### src/design/escaped_frame_command_decoder_macros.svh
// Assertion helpers used by the decoder back stage (efcd_back).
`ifndef ESCAPED_FRAME_COMMAND_DECODER_MACROS_SVH
`define ESCAPED_FRAME_COMMAND_DECODER_MACROS_SVH

// Clocked check, skipped while reset is high.
`define EFCD_ASSERT(lbl, prop, msg) \
  lbl: assert property (@(posedge clk) disable iff (rst) (prop)) else $error(msg);

// Clocked check that also holds during reset.
`define EFCD_ASSERT_ALWAYS(lbl, prop, msg) \
  lbl: assert property (@(posedge clk) (prop)) else $error(msg);

`endif

### src/design/efcd_pkg.sv
package efcd_pkg;

  localparam int FRAME_BYTES = 32;
  localparam int ARG_BYTES   = 32;
  localparam int FUNC_COUNT  = 13;

  localparam int FRAME_IDX_W = $clog2(FRAME_BYTES);
  localparam int LEN_W       = $clog2(FRAME_BYTES + 1);
  localparam int ARG_IDX_W   = $clog2(ARG_BYTES);

  localparam int QUEUE_DEPTH = 4;
  localparam int QPTR_W      = $clog2(QUEUE_DEPTH);
  localparam int QCNT_W      = $clog2(QUEUE_DEPTH + 1);

  localparam int OUT_TDATA_W = 56;

  localparam logic [7:0] BYTE_END      = 8'd0;
  localparam logic [7:0] BYTE_ESC      = 8'd92;
  localparam logic [7:0] CODE_SET_ARGS = 8'd1;
  localparam logic [7:0] CODE_EXEC     = 8'd2;

  typedef enum logic {
    ITEM_STORE,
    ITEM_END
  } item_kind_t;

  typedef struct packed {
    item_kind_t             kind;
    logic [7:0]             data;
    logic [FRAME_IDX_W-1:0] addr;
    logic [LEN_W-1:0]       length;
    logic                   overflow;
  } queue_item_t;

  typedef struct packed {
    logic [7:0]  cmd_code;
    logic        is_exec;
    logic        args_written;
    logic [3:0]  func_sel;
    logic [31:0] arg_word;
    logic [5:0]  frame_length;
    logic        overflowed;
  } result_t;

  typedef enum logic [2:0] {
    BK_IDLE,
    BK_CODE,
    BK_COPY,
    BK_IDX,
    BK_EMIT
  } back_state_t;

endpackage

### src/design/efcd_front.sv
module efcd_front (
  input  logic                clk,
  input  logic                rst,
  input  logic                s_tvalid,
  output logic                s_tready,
  input  logic [7:0]          s_tdata,
  input  logic                q_full,
  output logic                push,
  output efcd_pkg::queue_item_t push_item
);

  logic                        escape_pending, escape_pending_next;
  logic [efcd_pkg::LEN_W-1:0]  fill_count, fill_count_next;
  logic                        overflow_seen, overflow_seen_next;
  logic                        accept;
  logic                        room;

  assign s_tready = !q_full;
  assign accept   = s_tvalid && s_tready;
  assign room     = (fill_count != efcd_pkg::LEN_W'(efcd_pkg::FRAME_BYTES));

  always_comb begin
    escape_pending_next = escape_pending;
    fill_count_next     = fill_count;
    overflow_seen_next  = overflow_seen;
    push                = 1'b0;
    push_item.kind      = efcd_pkg::ITEM_STORE;
    push_item.data      = s_tdata;
    push_item.addr      = fill_count[efcd_pkg::FRAME_IDX_W-1:0];
    push_item.length    = fill_count;
    push_item.overflow  = overflow_seen;
    if (accept) begin
      priority if (escape_pending || (s_tdata != efcd_pkg::BYTE_END &&
                                      s_tdata != efcd_pkg::BYTE_ESC)) begin
        // literal byte, escaped or plain
        escape_pending_next = 1'b0;
        if (room) begin
          push            = 1'b1;
          fill_count_next = fill_count + efcd_pkg::LEN_W'(1);
        end else begin
          overflow_seen_next = 1'b1;
        end
      end else if (s_tdata == efcd_pkg::BYTE_END) begin
        push               = 1'b1;
        push_item.kind     = efcd_pkg::ITEM_END;
        fill_count_next    = '0;
        overflow_seen_next = 1'b0;
      end else begin
        escape_pending_next = 1'b1;
      end
    end
  end

  always_ff @(posedge clk) begin
    if (rst) begin
      escape_pending <= 1'b0;
      fill_count     <= '0;
      overflow_seen  <= 1'b0;
    end else begin
      escape_pending <= escape_pending_next;
      fill_count     <= fill_count_next;
      overflow_seen  <= overflow_seen_next;
    end
  end

endmodule

### src/design/efcd_queue.sv
module efcd_queue (
  input  logic                  clk,
  input  logic                  rst,
  input  logic                  push,
  input  efcd_pkg::queue_item_t push_item,
  output logic                  full,
  input  logic                  pop,
  output logic                  pop_valid,
  output efcd_pkg::queue_item_t pop_item
);

  efcd_pkg::queue_item_t       slots [efcd_pkg::QUEUE_DEPTH];
  logic [efcd_pkg::QPTR_W-1:0] wr_ptr, rd_ptr;
  logic [efcd_pkg::QCNT_W-1:0] count;
  logic                        do_push, do_pop;

  assign full      = (count == efcd_pkg::QCNT_W'(efcd_pkg::QUEUE_DEPTH));
  assign pop_valid = (count != '0);
  assign pop_item  = slots[rd_ptr];
  assign do_push   = push && !full;
  assign do_pop    = pop && pop_valid;

  always_ff @(posedge clk) begin
    if (do_push) begin
      slots[wr_ptr] <= push_item;
    end
  end

  always_ff @(posedge clk) begin
    if (rst) begin
      wr_ptr <= '0;
      rd_ptr <= '0;
      count  <= '0;
    end else begin
      if (do_push) begin
        wr_ptr <= wr_ptr + efcd_pkg::QPTR_W'(1);
      end
      if (do_pop) begin
        rd_ptr <= rd_ptr + efcd_pkg::QPTR_W'(1);
      end
      unique case ({do_push, do_pop})
        2'b10:   count <= count + efcd_pkg::QCNT_W'(1);
        2'b01:   count <= count - efcd_pkg::QCNT_W'(1);
        default: count <= count;
      endcase
    end
  end

endmodule

### src/design/efcd_back.sv
`include "escaped_frame_command_decoder_macros.svh"

module efcd_back (
  input  logic                  clk,
  input  logic                  rst,
  input  logic                  q_valid,
  input  efcd_pkg::queue_item_t q_item,
  output logic                  q_pop,
  output logic                  m_tvalid,
  input  logic                  m_tready,
  output efcd_pkg::result_t     m_result
);

  efcd_pkg::back_state_t state, state_next;

  logic [7:0]                       frame_mem [efcd_pkg::FRAME_BYTES];
  logic [7:0]                       rdata;
  logic [efcd_pkg::FRAME_IDX_W-1:0] rd_addr;
  logic                             mem_we;

  logic [7:0]                 arg_regs [efcd_pkg::ARG_BYTES];
  logic [efcd_pkg::LEN_W-1:0] len_r, len_m1, set_n, copy_n, cnt;
  logic                       ovf_r;
  logic [7:0]                 code_r, idx_r;
  logic                       out_valid, out_free, out_load;
  efcd_pkg::result_t          out_res;
  logic                       emit_stall, empty_end, emit_zero;

  assign out_free = !out_valid || m_tready;
  assign len_m1   = len_r - efcd_pkg::LEN_W'(1);

  // payload bytes to copy for a set-args frame, capped at the argument file size
  always_comb begin
    if (32'(len_m1) > efcd_pkg::ARG_BYTES) begin
      set_n = efcd_pkg::LEN_W'(efcd_pkg::ARG_BYTES);
    end else begin
      set_n = len_m1;
    end
  end

  always_comb begin
    state_next = state;
    unique case (state)
      efcd_pkg::BK_IDLE: begin
        if (q_valid && q_item.kind == efcd_pkg::ITEM_END) begin
          state_next = (q_item.length == '0) ? efcd_pkg::BK_EMIT : efcd_pkg::BK_CODE;
        end
      end
      efcd_pkg::BK_CODE: begin
        priority if (rdata == efcd_pkg::CODE_SET_ARGS && set_n != '0) begin
          state_next = efcd_pkg::BK_COPY;
        end else if (rdata == efcd_pkg::CODE_EXEC && len_r >= efcd_pkg::LEN_W'(2)) begin
          state_next = efcd_pkg::BK_IDX;
        end else begin
          state_next = efcd_pkg::BK_EMIT;
        end
      end
      efcd_pkg::BK_COPY: begin
        if ((cnt + efcd_pkg::LEN_W'(1)) == copy_n) begin
          state_next = efcd_pkg::BK_EMIT;
        end
      end
      efcd_pkg::BK_IDX:  state_next = efcd_pkg::BK_EMIT;
      efcd_pkg::BK_EMIT: begin
        if (out_free) begin
          state_next = efcd_pkg::BK_IDLE;
        end
      end
      default: state_next = efcd_pkg::BK_IDLE;
    endcase
  end

  always_comb begin
    q_pop    = 1'b0;
    mem_we   = 1'b0;
    out_load = 1'b0;
    rd_addr  = '0;
    unique case (state)
      efcd_pkg::BK_IDLE: begin
        q_pop  = q_valid;
        mem_we = q_valid && q_item.kind == efcd_pkg::ITEM_STORE;
      end
      efcd_pkg::BK_CODE: rd_addr = efcd_pkg::FRAME_IDX_W'(1);
      // one byte ahead: rdata in this cycle is frame byte cnt + 1
      efcd_pkg::BK_COPY: rd_addr = efcd_pkg::FRAME_IDX_W'(cnt + efcd_pkg::LEN_W'(2));
      efcd_pkg::BK_IDX:  rd_addr = '0;
      efcd_pkg::BK_EMIT: out_load = out_free;
      default:           rd_addr = '0;
    endcase
  end

  always_ff @(posedge clk) begin
    if (mem_we) begin
      frame_mem[q_item.addr] <= q_item.data;
    end
    rdata <= frame_mem[rd_addr];
  end

  always_ff @(posedge clk) begin
    if (rst) begin
      for (int i = 0; i < efcd_pkg::ARG_BYTES; i++) begin
        arg_regs[i] <= 8'd0;
      end
    end else if (state == efcd_pkg::BK_COPY) begin
      arg_regs[efcd_pkg::ARG_IDX_W'(cnt)] <= rdata;
    end
  end

  always_ff @(posedge clk) begin
    if (rst) begin
      state <= efcd_pkg::BK_IDLE;
    end else begin
      state <= state_next;
    end
  end

  always_ff @(posedge clk) begin
    if (q_pop && q_item.kind == efcd_pkg::ITEM_END) begin
      len_r  <= q_item.length;
      ovf_r  <= q_item.overflow;
      code_r <= 8'd0;
      idx_r  <= 8'd0;
    end
    if (state == efcd_pkg::BK_CODE) begin
      code_r <= rdata;
      copy_n <= set_n;
      cnt    <= '0;
    end
    if (state == efcd_pkg::BK_COPY) begin
      cnt <= cnt + efcd_pkg::LEN_W'(1);
    end
    if (state == efcd_pkg::BK_IDX) begin
      idx_r <= ({1'b0, rdata} < 9'(efcd_pkg::FUNC_COUNT)) ? rdata : 8'd0;
    end
  end

  always_ff @(posedge clk) begin
    if (rst) begin
      out_valid <= 1'b0;
    end else if (out_load) begin
      out_valid <= 1'b1;
    end else if (m_tready) begin
      out_valid <= 1'b0;
    end
  end

  always_ff @(posedge clk) begin
    if (out_load) begin
      out_res.cmd_code     <= code_r;
      out_res.is_exec      <= (code_r == efcd_pkg::CODE_EXEC);
      out_res.args_written <= (code_r == efcd_pkg::CODE_SET_ARGS);
      out_res.func_sel     <= idx_r[3:0];
      out_res.arg_word     <= {arg_regs[3], arg_regs[2], arg_regs[1], arg_regs[0]};
      out_res.frame_length <= 6'(len_r);
      out_res.overflowed   <= ovf_r;
    end
  end

  assign m_tvalid = out_valid;
  assign m_result = out_res;

  assign emit_stall = (state == efcd_pkg::BK_EMIT) && !out_free;
  assign empty_end  = q_pop && q_item.kind == efcd_pkg::ITEM_END && q_item.length == '0;
  assign emit_zero  = (state == efcd_pkg::BK_EMIT) && (code_r == 8'd0);

  `EFCD_ASSERT(a_copy_in_range, (state == efcd_pkg::BK_COPY) |-> (cnt < copy_n), "copy overrun")
  `EFCD_ASSERT(a_emit_holds, emit_stall |=> (state == efcd_pkg::BK_EMIT), "result dropped")
  `EFCD_ASSERT(a_empty_frame, empty_end |=> emit_zero, "empty frame not decoded as code 0")
  `EFCD_ASSERT_ALWAYS(a_pop_only_idle, q_pop |-> (state == efcd_pkg::BK_IDLE), "pop outside idle")

endmodule

### src/design/escaped_frame_command_decoder.sv
// Byte-stuffed frame command decoder. Received bytes enter on the s_ side; a backslash
// escapes the next byte and an unescaped NUL ends the frame, which then yields one result
// on the m_ side. A front stage classifies each byte and hands it through a four-entry
// queue to a back stage that keeps the frame memory and the argument file. Plain bytes
// are taken one per cycle while the queue has room. On a terminator the back stage goes
// from idle straight to emit for an empty frame; otherwise it reads the command code, then
// copies each argument byte of a set-args frame (up to 31) or reads the index byte of an
// execute frame, then emits, waiting while the output register holds an untaken result.
// The output register lets the next frame collect while a result waits to be taken.
module escaped_frame_command_decoder (
  input  logic                             clk,
  input  logic                             rst,
  input  logic                             s_tvalid,
  output logic                             s_tready,
  input  logic [7:0]                       s_tdata,   // [7:0] rx_byte
  output logic                             m_tvalid,
  input  logic                             m_tready,
  // [7:0] cmd_code, [8] is_exec, [9] args_written, [13:10] func_sel,
  // [45:14] arg_word, [51:46] frame_length, [52] overflowed, [55:53] zero
  output logic [efcd_pkg::OUT_TDATA_W-1:0] m_tdata
);

  logic                  q_push, q_full, q_pop, q_valid;
  efcd_pkg::queue_item_t push_item, pop_item;
  efcd_pkg::result_t     result;

  efcd_front u_front (
    .clk       (clk),
    .rst       (rst),
    .s_tvalid  (s_tvalid),
    .s_tready  (s_tready),
    .s_tdata   (s_tdata),
    .q_full    (q_full),
    .push      (q_push),
    .push_item (push_item)
  );

  efcd_queue u_queue (
    .clk       (clk),
    .rst       (rst),
    .push      (q_push),
    .push_item (push_item),
    .full      (q_full),
    .pop       (q_pop),
    .pop_valid (q_valid),
    .pop_item  (pop_item)
  );

  efcd_back u_back (
    .clk      (clk),
    .rst      (rst),
    .q_valid  (q_valid),
    .q_item   (pop_item),
    .q_pop    (q_pop),
    .m_tvalid (m_tvalid),
    .m_tready (m_tready),
    .m_result (result)
  );

  assign m_tdata = {3'b000, result.overflowed, result.frame_length, result.arg_word,
                    result.func_sel, result.args_written, result.is_exec,
                    result.cmd_code};

endmodule
### config.mk
export PLATFORM = sky130hd
export DESIGN_NAME = escaped_frame_command_decoder
export DESIGN_NICKNAME = d
export VERILOG_FILES = /design/src/design/efcd_pkg.sv /design/src/design/efcd_front.sv /design/src/design/efcd_queue.sv /design/src/design/efcd_back.sv /design/src/design/escaped_frame_command_decoder.sv
export VERILOG_INCLUDE_DIRS = /design/src /design/src/design
export SDC_FILE = /design/constraint.sdc
export NUM_CORES = 1
export LEC_CHECK = 0
export ABC_CLOCK_PERIOD_IN_PS = 5200
export BUFFER_PORTS_ARGS = -buffer_cell sky130_fd_sc_hd__buf_4
export CAP_MARGIN = 10
export CORE_UTILIZATION = 50
export DETAILED_ROUTE_END_ITERATION = 12
export GPL_TIMING_DRIVEN = 0
export PLACE_DENSITY = 0.78
export SLEW_MARGIN = 20
export SYNTH_ARGS = -nofsm -noshare
export SYNTH_HDL_FRONTEND = slang
export SYNTH_SLANG_ARGS = --single-unit
### constraint.sdc
create_clock -name clk -period 5.2 [get_ports clk]
set_clock_uncertainty 0.1 [all_clocks]
set_input_delay 0.52 -clock clk [delete_from_list [all_inputs] [get_ports clk]]
set_output_delay 0.52 -clock clk [all_outputs]
set_load 0.005 [all_outputs]
==> flow_metrics.env, run 1 <==
export IMPL_drt_initial_drc_count=1529
export IMPL_period_share_pct=68.5
export IMPL_grt_ovfl_total=0
export IMPL_max_freq_mhz=281
export IMPL_wl_um=42900
export IMPL_drive_gt1_share_pct=15.0
export IMPL_cp_required_ns=5.47
export IMPL_r2r_start="u_back.cnt[1]"
export IMPL_hold_slack_ns=0.0913
export IMPL_wl_per_cell_um=21.9
export IMPL_startpoint_type="flop"
export IMPL_yosysUniqueCellTypes=78
export IMPL_setup_tns_final_ns=0
export IMPL_worstPathMaxFanout=10
export IMPL_ant_nets=0
export IMPL_cts_max_path_buffers=3
export IMPL_grt_pass1_wl_um=64900
export IMPL_regArea_mm2=0.0137
export IMPL_io_pins=70
export IMPL_synthFlopType="edfxtp_1"
export IMPL_hold_violations=0
export IMPL_instances_no_fill=1959
export IMPL_track_usage_pct=22.3
export IMPL_crit_type="flop to flop"
export IMPL_clock_sinks=465
export IMPL_post_route_min_period_ns=3.56
export IMPL_relSlewSlack_pct=40.8
export IMPL_vias=11630
export IMPL_crit_arrival_ns=3.84
export IMPL_cpPeakStageDelay_ns=0.50
export IMPL_fp_row_count=70
export IMPL_drv_cap=0
export IMPL_clockRootBuffer="clkbuf_16"
export IMPL_p_leak_nw=7.45
export IMPL_fp_dieH_um=197
export IMPL_postCtsSetupRepairBufs=0
export IMPL_p_per_area_mw_per_mm2=475
export IMPL_rsz0062_at_grt="false"
export IMPL_r2r_setup_slack_ns=1.64
export IMPL_syn_inst=1304
export IMPL_areaGrowthSynthToFinish_pct=14.1
export IMPL_worstPathCellList="ha_1 > clkbuf_1 > clkbuf_1 > nand3_1 > a2111oi_0 > nor3_1 > a32oi_1"
export IMPL_vdd_drop_max_mv=0.340
export IMPL_cts_max_level=2
export IMPL_ys_seq_elements=465
export IMPL_drc=0
export IMPL_multi_input_area_mm2=0.00483
export IMPL_status="complete, no violations"
export IMPL_crit_top_cell="clkbuf_1"
export IMPL_crit_path_end_kind="flop"
export IMPL_nFillCells=2770
export IMPL_grt_pass1_vias=11287
export IMPL_hp_class="input pin to flop"
export IMPL_dieArea_mm2=0.0387
export IMPL_reg2reg_depth=7
export IMPL_syn_area_mm2=0.0190
export IMPL_port_buffer_count=66
export IMPL_avgViaCountPerCell=5.94
export IMPL_async_flop_share_pct=0
export IMPL_insertion_delay_ns=0.54
export IMPL_setup_viol_count_final=0
export IMPL_hold_buffers=0
export IMPL_post_place_cells=1877
export IMPL_drt_pass1_iter_count=7
export IMPL_initial_core_util_pct=51.3
export IMPL_drv_slew=0
export IMPL_worst_r2r_endpoint="u_back.rdata[7]"
export IMPL_cts_resized=0
export IMPL_cts_buffers=45
export IMPL_stdcell_area_mm2=0.0216
export IMPL_coreArea_mm2=0.0370
export IMPL_antenna_found_initial=1
export IMPL_nets=1448
export IMPL_path_clk_slew_ns=0.06
export IMPL_ys_warnings_count=0
export IMPL_power_total_mw=10.3
export IMPL_die_w_um=197
export IMPL_placed_cell_area_mm2=0.0201
export IMPL_crit_path_start="u_back.cnt[1]"
export IMPL_seq_area_frac_synth_pct=72.1
export IMPL_place_hpwl_um=28700
export IMPL_grt_max_degree=39
export IMPL_crit_end="u_back.rdata[7]"
export IMPL_avgSynthCellArea_um2=14.5
export IMPL_cts_tree="yes"
export IMPL_gp_congestion=0.941
export IMPL_slowest_stage="edfxtp_1"
export IMPL_synth_edf_count=436
export IMPL_worst_pin_slew_ns=0.885
==> worst min path at each step <==
stage	from	end	slack (ns)	cells past startpoint
after floorplan	u_back.arg_regs[0][0]	m_tdata[14]	0.30	0
after global placement	u_back.idx_r[0]	u_back.m_result[39]	0.30	0
after detailed placement	u_back.arg_regs[1][1]	m_tdata[23]	0.30	0
after CTS	s_tdata[0]	u_queue.slots[2][12]	0.08	1
after global routing	s_tdata[0]	u_queue.slots[2][12]	0.08	1
final	s_tdata[0]	u_queue.slots[2][12]	0.09	1
==> cell usage in the layout (no fill, tap or decap), types with 9 or more instances in the layout <==
cell	instances
nor2_1	91
and3_1	50
xor2_1	15
a21oi_1	50
a22oi_1	9
or3_1	11
nor2b_1	11
and2_1	9
a21boi_0	15
xnor2_1	9
nand2b_1	9
nor3_1	23
a211oi_1	10
nand3_1	35
buf_2	30
o221ai_1	14
a31oi_1	18
buf_4	73
clkinv_2	11
inv_1	23
clkbuf_16	45
nand2_1	174
edfxtp_1	436
mux4_2	23
dfxtp_1	29
ha_1	15
a21o_1	18
clkbuf_1	33
==> through the flow <==
stage	util (%)	setup slack, ns
after floorplan	-	2.17
after global placement	54.4	1.21
after detailed placement	54.4	1.76
after CTS	58.5	1.77
after global routing	58.5	1.56
final	58.5	1.64
==> state kept, by name (all words and copies together), names as in the netlist, 3 cells and up, named ones only <==
signal and count:
u_back.len_r 6, u_queue.count 3, u_back.rdata 8, u_back.idx_r 4, u_queue.slots 64, u_back.copy_n 6
m_tdata 32, u_back.m_result 21, u_back.state 3, u_back.code_r 8, u_back.frame_mem 256, u_front.fill_count 6
u_back.arg_regs 32, u_back.cnt 6
==> Yosys cell counts, types with 10 or more instances <==
cell      number  area [um2]
a211oi_1      10        75.1
a21boi_0      15         113
a21o_1        18         135
a21oi_1       50         250
a31oi_1       18         113
and3_1        51         319
buf_2         30         150
clkbuf_1      27         101
dfxtp_1       29         581
edfxtp_1     436       13100
ha_1          15         188
inv_1         23        86.3
mux4_2        23         518
nand2_1      174         653
nand3_1       35         175
nor2_1        91         342
nor2b_1       11        68.8
nor3_1        23         115
o221ai_1      14         123
or3_1         11        68.8
xor2_1        15         131
==> area by class of cell <==
cell class	instances	area share, %
inverters	25	0.434
clock buffers	51	5.31
plain buffers	75	1.70
clock inverters	29	1.66
repair buffers	67	2.38
flip-flops and latches	465	63.2
well taps	504	2.92
diodes	2	0.0231
multi-input cells	741	22.3
==> per-layer routing <==
layer | vias up | GRT usage (%) | part of all wire (%)
met4 | 0 | 8.99 | 3.1
met5 | - | 0 | 0
met3 | 102 | 4.21 | 9.2
met1 | 5674 | 29.7 | 40
li1 | 5216 | - | -
met2 | 638 | 36.4 | 48
==> power breakdown <==
group / internal, mW / switching, mW
clock: 1.99 / 1.36
sequential: 4.77 / 0.180
combinational: 0.578 / 1.40
total: 7.34 / 2.94
==> critical path: cells and delay by family, from the launching register on <==
kind | cells | cell delay (ns)
AO/OA/AOI/OAI | 2 | 0.95
buffers and inverters | 2 | 0.88
AND/OR/NAND/NOR | 2 | 0.55
flip-flops | 1 | 0.50
adder cells (fa/ha/maj) | 1 | 0.42
==> cell families (layout without fill, tap and decap cells) <==
| group | count (synthesis) | in the layout | share of synthesized area (%) |
|---|---|---|---|
| XOR/XNOR | 27 | 27 | 1.48 |
| multiplexers | 28 | 28 | 3.00 |
| buffers and inverters | 100 | 247 | 2.44 |
| AND/OR/NAND/NOR | 450 | 450 | 11.4 |
| other | 1 | 5 | 0.0198 |
| flip-flops | 465 | 465 | 72.1 |
| adder cells (fa/ha/maj) | 16 | 16 | 1.10 |
| AO/OA/AOI/OAI | 217 | 217 | 8.44 |
Power figures use the tool's default switching activity.
==> run 2, diff against run 1 <==
--- a/config.mk
+++ b/config.mk
@@ -6,13 +6,14 @@
 export SDC_FILE = /design/constraint.sdc
 export NUM_CORES = 1
 export LEC_CHECK = 0
-export ABC_CLOCK_PERIOD_IN_PS = 5200
+export ABC_AREA = 1
+export ABC_CLOCK_PERIOD_IN_PS = 3000
 export BUFFER_PORTS_ARGS = -buffer_cell sky130_fd_sc_hd__buf_4
 export CAP_MARGIN = 10
 export CORE_UTILIZATION = 50
 export DETAILED_ROUTE_END_ITERATION = 12
 export GPL_TIMING_DRIVEN = 0
-export PLACE_DENSITY = 0.78
+export PLACE_DENSITY = 0.8
 export SLEW_MARGIN = 20
 export SYNTH_ARGS = -nofsm -noshare
 export SYNTH_HDL_FRONTEND = slang
==> constraint.sdc (replaced) <==
create_clock -name clk -period 3 [get_ports clk]
set_clock_uncertainty 0.1 [all_clocks]
set_input_delay 0.3 -clock clk [delete_from_list [all_inputs] [get_ports clk]]
set_output_delay 0.3 -clock clk [all_outputs]
set_load 0.005 [all_outputs]
==> flow_metrics.env, run 2 <==
export IMPL_syn_area_mm2=0.0189
export IMPL_ant_nets=0
export IMPL_setup_viol_count_final=0
export IMPL_cp_required_ns=3.10
export IMPL_coreArea_mm2=0.0369
export IMPL_dp_slack_ns=-0.186
export IMPL_final_common_cell="edfxtp_1"
export IMPL_drc=0
export IMPL_period_share_pct=98.5
export IMPL_antenna_diode_count=0
export IMPL_intPower_mw=13.1
export IMPL_drv_slew=0
export IMPL_cts_max_path_buffers=3
export IMPL_grt_pass1_vias=12157
export IMPL_drt_pass1_iter_count=6
export IMPL_clockRootBuffer="clkbuf_16"
export IMPL_grt_max_degree=25
export IMPL_p_switching_mw=5.74
export IMPL_areaGrowthSynthToFinish_pct=17.8
export IMPL_port_buffer_count=66
export IMPL_cts_max_level=2
export IMPL_track_usage_pct=22.4
export IMPL_vdd_drop_max_mv=0.644
export IMPL_grt_pass1_wl_um=65800
export IMPL_synthTopCellsByArea="edfxtp_1 (69%), nand2_1 (4.5%), inv_1 (4.2%)"
export IMPL_drt_initial_drc_count=1417
export IMPL_status="complete, no violations"
export IMPL_hold_slack_ns=0.318
export IMPL_antenna_found_initial=0
export IMPL_vias=12473
export IMPL_seqPwrFrac_pct=46.3
export IMPL_hold_violations=0
export IMPL_r2r_setup_slack_ns=0.04
export IMPL_p_sw_share_pct=30.5
export IMPL_p_clk_share_pct=30.6
export IMPL_wl_per_cell_um=19.2
export IMPL_synth_edf_count=436
export IMPL_avgSynthCellArea_um2=12.1
export IMPL_largest_reg_flops=256
export IMPL_drive_gt1_share_pct=14.9
export IMPL_crit_path_end_kind="flop"
export IMPL_path_clk_slew_ns=0.06
export IMPL_largest_registers="u_back.frame_mem x256, u_queue.slots x64"
export IMPL_async_flop_share_pct=0
export IMPL_dieArea_mm2=0.0386
export IMPL_worst_pin_slew_ns=0.883
export IMPL_yosysTopAreaCell="edfxtp_1"
export IMPL_initial_core_util_pct=51.3
export IMPL_hp_class="flop to flop"
export IMPL_layout_setup_ws_ns=0.0437
export IMPL_power_frac_comb_pct=23.1
export IMPL_fp_row_count=70
export IMPL_synth_most_common_cell="edfxtp_1"
export IMPL_regMostFlops="u_back.frame_mem"
export IMPL_nets=1733
export IMPL_synthFlopType="edfxtp_1"
export IMPL_ys_seq_elements=465
export IMPL_p_leak_nw=8.43
export IMPL_grt_ovfl_total=0
export IMPL_yosysUniqueCellTypes=35
export IMPL_max_freq_mhz=338
export IMPL_insertion_delay_ns=0.56
export IMPL_die_w_um=196
export IMPL_clock_sinks=465
export IMPL_syn_inst=1564
export IMPL_cts_tree="yes"
export IMPL_place_hpwl_um=28600
export IMPL_startpoint_type="flop"
export IMPL_seq_area_frac_synth_pct=72.3
export IMPL_gp_congestion=0.915
export IMPL_io_pins=70
export IMPL_ys_top_cells_by_count="edfxtp_1 (436), nand2_1 (229), inv_1 (213)"
export IMPL_relSlewSlack_pct=41.1
export IMPL_ys_warnings_count=0
export IMPL_crit_type="flop to flop"
export IMPL_wl_um=43000
export IMPL_fp_dieH_um=196
export IMPL_cts_buffers=45
export IMPL_worstPathMaxFanout=10
export IMPL_synth_top_area_share_pct=69.2
export IMPL_avgViaCountPerCell=5.55
export IMPL_post_route_min_period_ns=2.96
export IMPL_p_per_area_mw_per_mm2=846
export IMPL_rsz0062_at_grt="true"
export IMPL_layout_common_cells="edfxtp_1 (436), nand2_1 (229), inv_1 (213)"
export IMPL_crit_arrival_ns=3.06
export IMPL_setup_tns_final_ns=0
export IMPL_drv_cap=0
==> run 2: changes by cell type after synthesis, sizes merged, moves of 56 or more <==
cell / previous run / this run
inv: 24 / 218
nand2: 175 / 235
nand3: 35 / 142
o211ai: 1 / 57
o21ai: 8 / 93
==> run 2: final timing paths <==
kind,start,end,cells after the start
worst max-delay path,flop,u_back.frame_mem[9][7],10
worst min-delay path,u_back.idx_r[1],u_back.m_result[40],0
worst max register to register,flop,u_back.frame_mem[9][7],10
worst min register to register,u_back.idx_r[1],u_back.m_result[40],0
==> run 2: area by class of cell <==
| class | count | area (um2) |
|---|---|---|
| inverters | 218 | 823 |
| repair buffers | 92 | 892 |
| multi-input cells | 817 | 4310 |
| clock inverters | 27 | 278 |
| plain buffers | 66 | 434 |
| flip-flops and latches | 465 | 13700 |
| well taps | 504 | 631 |
| clock buffers | 57 | 1230 |
| fillers | 2653 | 14600 |
==> run 2: logic make-up (layout without fill, tap and decap cells) <==
group / after synthesis / count (layout) / share of synthesized area, %
buffers and inverters: 284 / 460 / 6.62
AND/OR/NAND/NOR: 547 / 547 / 12.4
other: 1 / 3 / 0.0198
AO/OA/AOI/OAI: 245 / 245 / 7.33
XOR/XNOR: 6 / 6 / 0.278
flip-flops: 465 / 465 / 72.3
adder cells (fa/ha/maj): 16 / 16 / 1.10
==> run 2: layer usage <==
layer | part of all wire, % | global-route usage [%] | up-vias
met5 | 0 | 0 | -
met1 | 38 | 29.3 | 5996
met2 | 49 | 37.2 | 641
met4 | 3.9 | 10.2 | 0
met3 | 8.6 | 3.32 | 112
li1 | - | - | 5724
==> run 2: metrics by stage <==
stage | utilization (%) | cells | total power [mW] | cell area [um2]
final | 60.4 | 2246 | 18.9 | 22300
after global routing | 60.4 | 2246 | 19.5 | 22300
after CTS | 60.0 | 2245 | 18.7 | 22100
after detailed placement | 55.5 | 2150 | 12.9 | 20400
after global placement | 54.4 | 2136 | 12.3 | 20100
after floorplan | - | 1566 | 11.0 | 18900
==> run 2: worst max-delay path: stages, from the launching register on <==
cell	delay, ns
dfxtp_1	0.30
buf_2	0.19
clkbuf_1	0.41
nand3_1	0.13
nand2_1	0.16
inv_1	0.05
nor2_1	0.19
inv_1	0.11
nor2_2	0.15
nand2_2	0.33
nor2_2	0.48
==> run 2: power groups by stage <==
stage                     Combinational [mW]  Clock (mW)  Sequential (mW)
final                                   4.35        5.77             8.73
after global routing                    4.65        6.05             8.78
after CTS                               4.19        5.83             8.72
after detailed placement                4.09           0             8.85
after global placement                  3.41           0             8.93
after floorplan                         2.17           0             8.80
==> run 2: timing repair <==
item,in CTS,in global routing
endpoints found under the setup margin,72,274
pin swaps,0,1
endpoints found under the hold margin,37,0
hold buffers,11,0
gates resized for setup,14,38
setup buffers,0,1
==> run 3, diff against run 2 <==
--- a/config.mk
+++ b/config.mk
@@ -10,10 +10,12 @@
 export ABC_CLOCK_PERIOD_IN_PS = 3000
 export BUFFER_PORTS_ARGS = -buffer_cell sky130_fd_sc_hd__buf_4
 export CAP_MARGIN = 10
-export CORE_UTILIZATION = 50
+export CELL_PAD_IN_SITES_DETAIL_PLACEMENT = 1
+export CELL_PAD_IN_SITES_GLOBAL_PLACEMENT = 2
+export CORE_UTILIZATION = 39
 export DETAILED_ROUTE_END_ITERATION = 12
 export GPL_TIMING_DRIVEN = 0
-export PLACE_DENSITY = 0.8
+export PLACE_DENSITY = 0.87
 export SLEW_MARGIN = 20
 export SYNTH_ARGS = -nofsm -noshare
 export SYNTH_HDL_FRONTEND = slang
==> flow_metrics.env, run 3 (synthesis gave the netlist of run 2 again) <==
export IMPL_min_delay_start="u_back.arg_regs[0][2]"
export IMPL_largest_reg_flops=256
export IMPL_antenna_diode_count=0
export IMPL_period_share_pct=93.7
export IMPL_cpPeakStageDelay_ns=0.32
export IMPL_p_leak_nw=8.57
export IMPL_wl_um=50300
export IMPL_coreArea_mm2=0.0477
export IMPL_insertion_delay_ns=0.59
export IMPL_vias=12451
export IMPL_stdcell_area_mm2=0.0228
export IMPL_fp_row_count=80
export IMPL_layout_common_cells="edfxtp_1 (436), nand2_1 (228), inv_1 (212)"
export IMPL_dieArea_mm2=0.0494
export IMPL_status="complete, no violations"
export IMPL_io_pins=70
export IMPL_nets=1741
export IMPL_cts_max_path_buffers=3
export IMPL_areaGrowthSynthToFinish_pct=20.8
export IMPL_hold_violations=0
export IMPL_final_common_cell="edfxtp_1"
export IMPL_wl_per_cell_um=21.3
export IMPL_ant_nets=0
export IMPL_place_hpwl_um=35000
export IMPL_worstPathCellList="buf_2 > inv_1 > buf_2 > nand3_1 > nand2_1 > inv_1 > nor2_2 > inv_1 > nor2_4 > nand2_8 > nor2_4"
export IMPL_cts_buffers=48
export IMPL_cts_max_level=2
export IMPL_cp_required_ns=3.16
export IMPL_grt_ovfl_total=0
export IMPL_initial_core_util_pct=39.6
export IMPL_drt_initial_drc_count=802
export IMPL_placed_cell_area_mm2=0.0206
export IMPL_fp_dieH_um=222
export IMPL_vdd_drop_max_mv=0.489
export IMPL_grt_pass1_wl_um=77000
export IMPL_path_clk_slew_ns=0.06
export IMPL_post_route_min_period_ns=2.81
export IMPL_setup_viol_count_final=0
export IMPL_nFillCells=4929
export IMPL_regArea_mm2=0.0137
export IMPL_crit_type="flop to flop"
export IMPL_power_frac_comb_pct=23.3
export IMPL_drv_cap=0
export IMPL_track_usage_pct=20.6
export IMPL_die_w_um=222
export IMPL_seqPwrFrac_pct=44.0
export IMPL_grt_pass1_vias=13283
export IMPL_fin_util_pct=47.8
export IMPL_worstPathMaxFanout=10
export IMPL_cts_tree="yes"
export IMPL_drt_pass1_iter_count=5
export IMPL_antenna_found_initial=0
export IMPL_hp_class="flop to flop"
export IMPL_max_freq_mhz=356
export IMPL_instances_no_fill=2367
export IMPL_clock_sinks=465
export IMPL_p_switching_mw=6.11
export IMPL_startpoint_type="flop"
export IMPL_crit_arrival_ns=2.97
export IMPL_relSlewSlack_pct=42.5
export IMPL_gp_congestion=0.886
export IMPL_avgViaCountPerCell=5.26
export IMPL_crit_path_end_kind="flop"
export IMPL_drc=0
export IMPL_p_sw_share_pct=30.7
export IMPL_clockRootBuffer="clkbuf_16"
export IMPL_p_clk_share_pct=32.7
export IMPL_post_place_cells=2263
export IMPL_grt_max_degree=27
export IMPL_slowest_stage="nor2_4"
export IMPL_drv_slew=0
export IMPL_worst_pin_slew_ns=0.863
export IMPL_regMostFlops="u_back.frame_mem"
export IMPL_multi_input_area_mm2=0.00442
export IMPL_p_per_area_mw_per_mm2=870
export IMPL_intPower_mw=13.8
export IMPL_rsz0062_at_grt="false"
export IMPL_port_buffer_count=66
export IMPL_largest_registers="u_back.frame_mem x256, u_queue.slots x64"
export IMPL_drive_gt1_share_pct=15.7
export IMPL_crit_top_cell="inv_1"
## run 3: cell types whose count changed in the layout (fill, tap and decap cells not counted), moves of 4 or more
cell	delta
clkinv_2	-4
bufinv_16	+5
nor2_4	+14
nor2_2	-12
## run 3: layout make-up
class / count / share of cell area, %
Sequential cell: 465 / 59.9
Multi-Input combinational cell: 817 / 19.4
Clock buffer: 60 / 5.64
Timing Repair Buffer: 97 / 4.36
Inverter: 218 / 3.60
Tap cell: 615 / 3.37
Buffer: 66 / 1.91
Clock inverter: 29 / 1.90
## run 3: metrics by stage
stage          TNS [ns]  total power, mW  hold slack (ns)  setup slack, ns
2_1_floorplan         0             11.0            0.299            0.248
3_3_place_gp    -402.20             12.5            0.301            -1.66
3_5_place_dp     -26.53             13.2            0.306           -0.377
4_1_cts          -14.30             19.8            0.319           -0.223
5_1_grt               0             20.6            0.327           0.0118
6_report              0             19.9            0.320            0.189
## run 3: final timing paths
| path | slack (ns) | cells past startpoint | endpoint |
|---|---|---|---|
| min reg2reg | 0.32 | 0 | m_tdata[16] |
| max | 0.19 | 11 | u_back.frame_mem[13][3] |
| max reg2reg | 0.19 | 11 | u_back.frame_mem[13][3] |
| min | 0.32 | 0 | m_tdata[16] |
## run 3: routing by layer
| layer | part of all wire (%) | up-vias | GRT usage, % |
|---|---|---|---|
| li1 | - | 5734 | - |
| met3 | 4.7 | 103 | 3.00 |
| met4 | 3.5 | 0 | 7.75 |
| met5 | 0 | - | 0 |
| met2 | 51 | 301 | 37.0 |
| met1 | 41 | 6313 | 25.0 |
## run 3: what timing repair did
action | 4_1_cts | 5_1_grt
pin swaps | 0 | 6
hold endpoints to repair | 37 | 0
endpoints found under the setup margin | 250 | 247
hold buffers | 11 | 0
gates resized for setup | 26 | 52
buffers inserted | 0 | 4
## run 3: critical path: cells and delay by family, from the launching register on
| family | cells | cell delay (ns) |
|---|---|---|
| flops | 1 | 0.30 |
| simple gates | 6 | 1.20 |
| buf+inv | 5 | 0.87 |
## run 3: power groups by stage
stage	clock [mW]	combinational, mW	sequential (mW)
floorplan	0	2.17	8.80
global placement	0	3.55	8.94
detailed placement	0	4.33	8.87
CTS	6.60	4.45	8.74
global route	6.82	4.97	8.79
finish	6.51	4.63	8.73
